`config.mk`:
```
export PLATFORM = sky130hd
export DESIGN_NAME = dynamic_priority_scheduler_unit
export DESIGN_NICKNAME = d
export VERILOG_FILES = /design/src/rtl/core/dps_pkg.sv /design/src/rtl/core/dps_cell.sv /design/src/rtl/core/dynamic_priority_scheduler_unit.sv
export SDC_FILE = /design/constraint.sdc
export NUM_CORES = 2
export LEC_CHECK = 0
export ABC_AREA = 1
export BUFFER_PORTS_ARGS = -buffer_cell sky130_fd_sc_hd__buf_2
export CELL_PAD_IN_SITES_DETAIL_PLACEMENT = 0
export CELL_PAD_IN_SITES_GLOBAL_PLACEMENT = 2
export CORE_UTILIZATION = 35
export DETAILED_ROUTE_END_ITERATION = 6
export PLACE_DENSITY_LB_ADDON = 0.15
export SYNTH_ARGS = -nofsm -noshare
export SYNTH_HDL_FRONTEND = slang
export SYNTH_SLANG_ARGS = --single-unit
```
`constraint.sdc`:
```
create_clock -name i_clk -period 5.7 [get_ports i_clk]
set_clock_uncertainty 0.2 [all_clocks]
set_input_delay 0.285 -clock i_clk [delete_from_list [all_inputs] [get_ports i_clk]]
set_output_delay 0.285 -clock i_clk [all_outputs]
set_load 0.1 [all_outputs]
```
`src/rtl/core/dps_pkg.sv`:
```
`timescale 1ns / 1ps
// ----------------------------------------------------------------------------
// dps_pkg
// Shared field widths, entry and command types for the priority scheduler.
// ----------------------------------------------------------------------------
package dps_pkg;

    localparam int ID_W    = 8;
    localparam int PRIO_W  = 16;
    localparam int REM_W   = 8;
    localparam int PREQ_W  = 11;
    localparam int STEP_W  = 4;
    localparam int COUNT_OUT_W = 5;

    localparam logic [STEP_W-1:0] STEP_RESET = 4'd3;

    // Register index of priority_step in the configuration map
    localparam logic REG_STEP = 1'b0;

    // Opcodes of an incoming request
    localparam logic OP_ADD  = 1'b0;
    localparam logic OP_TICK = 1'b1;

    typedef struct packed {
        logic                     valid;
        logic [ID_W-1:0]          id;
        logic signed [PRIO_W-1:0] prio;
        logic [REM_W-1:0]         rem;
    } t_entry;

    // Broadcast to every cell of the chain
    typedef struct packed {
        logic   insert;
        logic   pop;
        t_entry key;
    } t_cmd;

endpackage

```
`src/rtl/core/dps_cell.sv`:
```
`timescale 1ns / 1ps
// ----------------------------------------------------------------------------
// dps_cell
// One slot of the sorted ready chain: holds an entry, compares it with the
// broadcast key and takes data from its left or right neighbor.
// ----------------------------------------------------------------------------
module dps_cell (
    input  logic            i_clk,
    input  logic            i_rst_n,
    input  dps_pkg::t_cmd   i_cmd,
    input  dps_pkg::t_entry i_prev,
    input  logic            i_prev_go,
    input  dps_pkg::t_entry i_next,
    output dps_pkg::t_entry o_entry,
    output logic            o_go
);

    logic                              r_valid;
    logic [dps_pkg::ID_W-1:0]          r_id;
    logic signed [dps_pkg::PRIO_W-1:0] r_prio;
    logic [dps_pkg::REM_W-1:0]         r_rem;
    dps_pkg::t_entry                   n_entry;

    // Key belongs at or ahead of this slot
    assign o_go = !r_valid || (r_prio <= i_cmd.key.prio);

    assign o_entry = '{valid: r_valid, id: r_id, prio: r_prio, rem: r_rem};

    always_comb begin
        n_entry = o_entry;
        if (i_cmd.pop) begin
            n_entry = i_next;
        end else if (i_cmd.insert && o_go) begin
            if (i_prev_go) begin
                n_entry = i_prev;
            end else begin
                n_entry       = i_cmd.key;
                n_entry.valid = 1'b1;
            end
        end
    end

    always_ff @(posedge i_clk) begin
        if (!i_rst_n) begin
            r_valid <= 1'b0;
        end else begin
            r_valid <= n_entry.valid;
        end
    end

    always_ff @(posedge i_clk) begin
        r_id   <= n_entry.id;
        r_prio <= n_entry.prio;
        r_rem  <= n_entry.rem;
    end

endmodule

```
`src/rtl/core/dynamic_priority_scheduler_unit.sv`:
```
`timescale 1ns / 1ps
// A result is registered in the output register when its request is accepted.
// An add makes an insert pass through the cell chain, a finishing tick a pop pass, an empty
// tick none, and a reinserting tick a pop pass then an insert pass that holds off requests.
// Reset (synchronous, active low) empties the table, drops any pending result and
// restores priority_step to 3. No clearing pass is needed.
// ----------------------------------------------------------------------------
// dynamic_priority_scheduler_unit
// Ready table of processes kept sorted by priority in a chain of cells, with
// aging of the running process on every time slice.
// ----------------------------------------------------------------------------
module dynamic_priority_scheduler_unit #(
    parameter int TABLE_DEPTH = 16
) (
    input  logic                                i_clk,
    input  logic                                i_rst_n,
    // request channel
    input  logic                                i_in_valid,
    output logic                                o_in_ready,
    input  logic                                i_opcode,
    input  logic [dps_pkg::ID_W-1:0]            i_process_id,
    input  logic [dps_pkg::REM_W-1:0]           i_need_time,
    input  logic signed [dps_pkg::PREQ_W-1:0]   i_priority_req,
    // result channel
    output logic                                o_out_valid,
    input  logic                                i_out_ready,
    output logic                                o_accepted,
    output logic                                o_ran_valid,
    output logic [dps_pkg::ID_W-1:0]            o_ran_id,
    output logic signed [dps_pkg::PRIO_W-1:0]   o_ran_priority,
    output logic [dps_pkg::REM_W-1:0]           o_ran_remaining,
    output logic                                o_finished,
    output logic [dps_pkg::COUNT_OUT_W-1:0]     o_ready_count,
    // configuration port
    input  logic                                psel,
    input  logic                                penable,
    input  logic                                pwrite,
    input  logic [2:0]                          paddr,
    input  logic [31:0]                         pwdata,
    output logic [31:0]                         prdata,
    output logic                                pready
);

    localparam int CNT_W = $clog2(TABLE_DEPTH + 1);

    // Sequencer states
    localparam logic S_IDLE  = 1'b0;
    localparam logic S_REINS = 1'b1;

    logic                          r_state;
    logic                          n_state;
    logic [CNT_W-1:0]              r_count;
    logic [CNT_W-1:0]              n_count;
    logic [dps_pkg::STEP_W-1:0]    r_step;
    dps_pkg::t_entry               r_hold;
    dps_pkg::t_entry               n_hold;
    dps_pkg::t_cmd                 w_cmd;

    dps_pkg::t_entry               w_entry [TABLE_DEPTH];
    logic                          w_go    [TABLE_DEPTH];

    // result register
    logic                          r_out_valid;
    logic                          r_accepted;
    logic                          r_ran_valid;
    logic [dps_pkg::ID_W-1:0]      r_ran_id;
    logic signed [dps_pkg::PRIO_W-1:0] r_ran_priority;
    logic [dps_pkg::REM_W-1:0]     r_ran_remaining;
    logic                          r_finished;
    logic [CNT_W-1:0]              r_ready_count;

    logic                          w_take;
    logic                          w_add_ok;
    logic                          w_tick_run;
    logic                          w_full;
    logic                          w_empty;
    logic signed [dps_pkg::PRIO_W:0]   w_psub;
    logic signed [dps_pkg::PRIO_W-1:0] w_new_prio;
    logic [dps_pkg::REM_W-1:0]     w_new_rem;
    logic                          w_cfg_wr;

    // ------------------------------------------------------------------
    // Configuration: one register, priority_step, at byte address 0
    // ------------------------------------------------------------------
    assign pready   = 1'b1;
    assign w_cfg_wr = psel && penable && pwrite && (paddr[2] == dps_pkg::REG_STEP);
    assign prdata   = (paddr[2] == dps_pkg::REG_STEP) ? {28'd0, r_step} : 32'd0;

    always_ff @(posedge i_clk) begin
        if (!i_rst_n) begin
            r_step <= dps_pkg::STEP_RESET;
        end else if (w_cfg_wr) begin
            r_step <= pwdata[dps_pkg::STEP_W-1:0];
        end
    end

    // ------------------------------------------------------------------
    // Request decode. The result of every request is known at accept time,
    // so it goes straight to the output register; only the reinsertion of
    // a ticked process needs a second pass through the chain.
    // ------------------------------------------------------------------
    assign w_full  = (r_count == CNT_W'(TABLE_DEPTH));
    assign w_empty = (r_count == '0);

    assign o_in_ready = (r_state == S_IDLE) && (!r_out_valid || i_out_ready);
    assign w_take     = i_in_valid && o_in_ready;

    assign w_add_ok   = (i_opcode == dps_pkg::OP_ADD) && (i_need_time != '0) && !w_full;
    assign w_tick_run = (i_opcode == dps_pkg::OP_TICK) && !w_empty;

    // Age the head entry: subtract the step, saturate at the signed minimum
    assign w_psub = {w_entry[0].prio[dps_pkg::PRIO_W-1], w_entry[0].prio}
                  - $signed({{(dps_pkg::PRIO_W + 1 - dps_pkg::STEP_W){1'b0}}, r_step});
    assign w_new_prio = (w_psub[dps_pkg::PRIO_W] != w_psub[dps_pkg::PRIO_W-1])
                      ? {1'b1, {(dps_pkg::PRIO_W-1){1'b0}}}
                      : w_psub[dps_pkg::PRIO_W-1:0];
    assign w_new_rem  = (w_entry[0].rem != '0) ? w_entry[0].rem - 1'b1 : '0;

    // Command broadcast to the chain
    always_comb begin
        w_cmd        = '0;
        w_cmd.key    = r_hold;
        if (r_state == S_REINS) begin
            w_cmd.insert = 1'b1;
        end else if (w_take && w_add_ok) begin
            w_cmd.insert    = 1'b1;
            w_cmd.key.valid = 1'b1;
            w_cmd.key.id    = i_process_id;
            w_cmd.key.prio  = dps_pkg::PRIO_W'(i_priority_req);
            w_cmd.key.rem   = i_need_time;
        end else if (w_take && w_tick_run) begin
            w_cmd.pop = 1'b1;
        end
    end

    // Sequencer: register the ticked process, then reinsert it if it has time left
    always_comb begin
        n_state = r_state;
        n_count = r_count;
        n_hold  = r_hold;
        unique case (r_state)
            S_IDLE: begin
                if (w_take && w_add_ok) begin
                    n_count = r_count + 1'b1;
                end else if (w_take && w_tick_run) begin
                    n_hold = '{valid: 1'b1, id: w_entry[0].id,
                               prio: w_new_prio, rem: w_new_rem};
                    if (w_new_rem == '0) begin
                        n_count = r_count - 1'b1;
                    end else begin
                        n_state = S_REINS;
                    end
                end
            end
            S_REINS: begin
                n_state = S_IDLE;
            end
            default: begin
                n_state = S_IDLE;
            end
        endcase
    end

    always_ff @(posedge i_clk) begin
        if (!i_rst_n) begin
            r_state <= S_IDLE;
            r_count <= '0;
        end else begin
            r_state <= n_state;
            r_count <= n_count;
        end
    end

    always_ff @(posedge i_clk) begin
        r_hold <= n_hold;
    end

    // ------------------------------------------------------------------
    // Result register: load on accept, drop when taken downstream
    // ------------------------------------------------------------------
    always_ff @(posedge i_clk) begin
        if (!i_rst_n) begin
            r_out_valid <= 1'b0;
        end else if (w_take) begin
            r_out_valid <= 1'b1;
        end else if (i_out_ready) begin
            r_out_valid <= 1'b0;
        end
    end

    always_ff @(posedge i_clk) begin
        if (w_take) begin
            r_accepted      <= w_add_ok;
            r_ran_valid     <= w_tick_run;
            r_ran_id        <= w_tick_run ? w_entry[0].id : '0;
            r_ran_priority  <= w_tick_run ? w_new_prio : '0;
            r_ran_remaining <= w_tick_run ? w_new_rem : '0;
            r_finished      <= w_tick_run && (w_new_rem == '0);
            // count after this request; reinsertion leaves it unchanged
            r_ready_count   <= n_count;
        end
    end

    assign o_out_valid     = r_out_valid;
    assign o_accepted      = r_accepted;
    assign o_ran_valid     = r_ran_valid;
    assign o_ran_id        = r_ran_id;
    assign o_ran_priority  = r_ran_priority;
    assign o_ran_remaining = r_ran_remaining;
    assign o_finished      = r_finished;
    assign o_ready_count   = dps_pkg::COUNT_OUT_W'(r_ready_count);

    // ------------------------------------------------------------------
    // Sorted chain: slot 0 is the head
    // ------------------------------------------------------------------
    generate
        for (genvar g = 0; g < TABLE_DEPTH; g++) begin : g_cell
            dps_pkg::t_entry w_prev;
            dps_pkg::t_entry w_next;
            logic            w_prev_go;

            if (g == 0) begin : g_first
                assign w_prev    = '0;
                assign w_prev_go = 1'b0;
            end else begin : g_mid
                assign w_prev    = w_entry[g-1];
                assign w_prev_go = w_go[g-1];
            end

            if (g == TABLE_DEPTH - 1) begin : g_last
                assign w_next = '0;
            end else begin : g_inner
                assign w_next = w_entry[g+1];
            end

            dps_cell u_cell (
                .i_clk     (i_clk),
                .i_rst_n   (i_rst_n),
                .i_cmd     (w_cmd),
                .i_prev    (w_prev),
                .i_prev_go (w_prev_go),
                .i_next    (w_next),
                .o_entry   (w_entry[g]),
                .o_go      (w_go[g])
            );
        end
    endgenerate

endmodule

```
==> impl_metrics.tcl <==
set metrics [dict create \
    run_status "finished clean" \
    slowest_delay_ns 0.58 \
    r2r-end "g_cell[4].u_cell.r_id[2]$_DFFE_PP_" \
    grt_pass1_vias 31870 \
    met2_wirelength_mm 54.71 \
    core_area_mm2 0.1089 \
    clkPwrFrac 0.278 \
    cell_internal_pwr_mw 10.95 \
    r2r_cells 22 \
    path_buf_inv 6 \
    fp.dieW_um 333.4 \
    port-buffer-count 85 \
    power_frac_comb 0.328 \
    max_slew_margin 0.3110 \
    reg2reg_from "r_count[0]$_SDFF_PN0_" \
    synth-async-reset-ratio 0 \
    worst_slew_pin_slew_ns 1.034 \
    synthTopCellsByArea "edfxtp_1, nand2_1, o21ai_0" \
    path_cells "dlygate4sd3_1 > buf_2 > nor2_1 > dlygate4sd3_1 > nand2_1 > dlygate4sd3_1 > nor2_1 > dlygate4sd3_1 > nor2_4 > nand3_4 > nand2_4 > nand2_1 > nand4_1 > nand2_1 > nand2_1 > nand2_1 > nand2_2 > nand3_4 > nand3_2 > nand2_1 > nand2_2 > buf_4" \
    fin_nets 5046 \
    synthMuxAreaShare 0 \
    synthAdderAreaFrac 0.08159 \
    ios 145 \
    clk_latency_ns 0.67 \
    die_area_mm2 0.1111 \
    diodes 0 \
    synth_top_area_frac 0.4313 \
    drive_above_1_share 0.08480 \
    drv_cap 0 \
    fin_crit_ns 5.305 \
    grt_overflow 0 \
    wire_per_inst_um 19.27 \
    drt_wl_total_mm 119.5 \
    area_delta_synth_final_pct 11.50 \
    synth_most_common_cell "nand2_1" \
    criticalPathCategory "in2reg" \
    nFillCells 11480 \
    synthSimpleGateAreaFrac 0.2191 \
    antenna_found_initial 1 \
    finalHoldViolations 0 \
    vias 32190 \
    cts_max_level 3 \
    cts.sinks 611 \
    path_clk_slew_ns 0.06 \
    place_area_mm2 0.04018 \
    cts_tree "yes" \
    top_layer "met4" \
    synth_top_area_cell "edfxtp_1" \
    synth_commonest_cells "nand2_1, o21ai_0, edfxtp_1" \
    synth_xor_area_frac 0.001595 \
    netSwitchingFraction 0.3804 \
    cts_root_buf "clkbuf_16" \
    crit_top_cell "nand2_1" \
    syn_inst 4716 \
    syn_area_per_cell_um2 8.149 \
    post-cts-setup-buffer-count 0 \
    setup_viol 0 \
    synth-seq-cells 611 \
    critPathMaxFanout 33 \
    vias_per_cell 5.190 \
    yosysSeqAreaShare 0.4621 \
    required_ns 5.81 \
    p_sw_mw 6.720 \
    power_frac_seq 0.394 \
    cp.depth 22 \
    p_leak_nw 18.88 \
    initialDrtViolationCount 2035 \
    place_congestion 0.8473 \
    report.final.slew_viol_count 0 \
    crit_end "g_cell[4].u_cell.r_id[2]$_DFFE_PP_" \
    crit_family "buffers and inverters" \
    grt_max_degree 152 \
    met3_length_mm 4.366 \
    synthDistinctLibCells 52 \
    peakVddDrop_v 0.0002577 \
    yosys_warnings 0 \
    grt_usage 0.2133 \
    grt_first_pass_wirelength_mm 186.2 \
    placementRows 121 \
    cts_buffers 79 \
    die_h_um 333.4 \
    drc 0 \
    multi_input_area_mm2 0.01758 \
    synth_area_mm2 0.03843 \
    power.total_mw 17.67 \
    hp-class "in2reg" \
    regArea_mm2 0.01776 \
    fin_crit_sh 0.9307 \
    final_cell_area_mm2 0.04285 \
    rrSetupSlack_ns 0.54 \
    critPathLaunchType "input pin" \
    cp_data_arrival_time_ns 5.41 \
    crit_path_top_delay_cell "dlygate4sd3_1" \
    start_util 0.3530 \
    drt_first_pass_iters 7 \
    synth_ff_type "edfxtp_1" \
    clock.fmax_mhz 188.5 \
    cts_buffer_depth 3 \
    hpwlAfterDp_mm 86.29 \
    crit_start "i_need_time[2]" \
    synth-compound-area-share 0.1478 \
    synth_edf_count 552 \
    synth_top_family_by_area "simple AND/OR/NAND/NOR gates" \
    timing.hold.ws_ns 0.09536 \
    power_density_mw_per_mm2 412.3 \
    cp-end-kind "register" \
    ant_nets 0 \
    wl_met1_mm 57.72 \
]
-- registers in the layout (all words and copies together), names as in the netlist --
name                   count
o_accepted                 1
o_finished                 1
g_cell.u_cell.r_rem      128
o_ran_valid                1
g_cell.u_cell.r_prio     256
o_out_valid                1
o_ran_priority            16
o_ran_remaining            8
r_count                    5
g_cell.u_cell.r_valid     16
o_ran_id                   8
o_ready_count              5
r_hold                    32
r_step                     4
g_cell.u_cell.r_id       128
r_state                    1
-- worst reg2reg max path, delay by kind of cell, from the launching register on --
kind            cells  cell delay [ns]
compound gates      3             0.49
fa+ha+maj           2             0.55
buf+inv             7             1.82
flops               1             0.37
simple gates       10             1.32
-- worst min-delay path by stage --
| stage | startpoint | endpoint | slack [ns] | cells past startpoint |
|---|---|---|---|---|
| detailed placement | g_cell[0].u_cell.r_id[6]$_DFFE_PP_ | r_hold[30]$_DFFE_PP_ | 0.23 | 0 |
| floorplan | pwdata[0] | r_step[0]$_SDFFE_PN1P_ | 0.22 | 2 |
| finish | i_process_id[4] | g_cell[0].u_cell.r_id[4]$_DFFE_PP_ | 0.1 | 5 |
| global placement | g_cell[0].u_cell.r_id[3]$_DFFE_PP_ | r_hold[27]$_DFFE_PP_ | 0.23 | 0 |
| global route | i_process_id[1] | g_cell[0].u_cell.r_id[1]$_DFFE_PP_ | 0.13 | 5 |
| CTS | i_process_id[4] | g_cell[0].u_cell.r_id[4]$_DFFE_PP_ | 0.07 | 5 |
-- stage by stage --
step | setup WS [ns] | std cells | TNS [ns] | util
5_1_grt | -0.01642 | 6202 | -0.07811 | 0.3936
4_1_cts | 0.3184 | 6202 | 0 | 0.3935
3_3_place_gp | 0.4297 | 6039 | 0 | 0.3691
6_report | 0.3951 | 6202 | 0 | 0.3936
2_1_floorplan | 0.02543 | 4743 | 0 | -
3_5_place_dp | 0.4240 | 6039 | 0 | 0.3691
-- logic make-up (layout without fill, tap and decap cells) --
| logic type | after synthesis | count (layout) |
|---|---|---|
| AO/OA/AOI/OAI | 1073 | 1073 |
| AND/OR/NAND/NOR | 2032 | 2032 |
| XOR/XNOR | 7 | 7 |
| flip-flops | 611 | 611 |
| buffers and inverters | 741 | 786 |
| adder cells (fa/ha/maj) | 250 | 250 |
| other | 2 | 29 |
-- layout by cell type (no fill, tap or decap), types with 11 or more instances in the layout --
cell type and count:
nand3_2 26, dlygate4sd3_1 20, nand4_1 80, nand2_1 1489, nand3_1 99, nand2_2 18, ha_1 249, or2_2 20
o21bai_1 16, o21ai_2 13, buf_2 85, o21ai_0 628, nor3_1 30, dfxtp_1 58, a31oi_1 79, buf_4 85
clkbuf_16 81, clkbuf_1 16, edfxtp_1 552, clkinv_2 11, inv_1 431, a211oi_1 20, and3_1 13, buf_12 19
a21oi_1 108, conb_1 29, nor2_1 213, nor4_1 17, clkinv_1 21, o21ai_1 179
-- power by group through the flow --
stage / clock network, mW / logic (mW) / registers (mW)
floorplan: 0 / 4.10 / 7.03
global placement: 0 / 5.75 / 7.05
detailed placement: 0 / 5.83 / 7.05
CTS: 5.06 / 5.87 / 6.97
global route: 5.21 / 6.69 / 7.08
finish: 4.91 / 5.80 / 6.96
-- area by class of cell --
cell class              instances  area share
flip-flops and latches        611      0.4145
multi-input cells            3391      0.4103
clock buffers                 104     0.05096
well taps                    1414     0.04129
repair buffers                209     0.03837
inverters                     434     0.03820
clock inverters                39    0.006424
-- what timing repair did --
item	4_1_cts	5_1_grt
hold buffers	20	0
endpoints found under the hold margin	21	0
setup endpoints to repair	0	53
resized for setup	0	4
-- metal layers --
layer  vias up  global-route usage
met5         -                   0
met2       392              0.3472
li1      15930                   -
met3       121             0.03413
met1     15740              0.2936
met4         0             0.05452
Power figures use the tool's default switching activity.
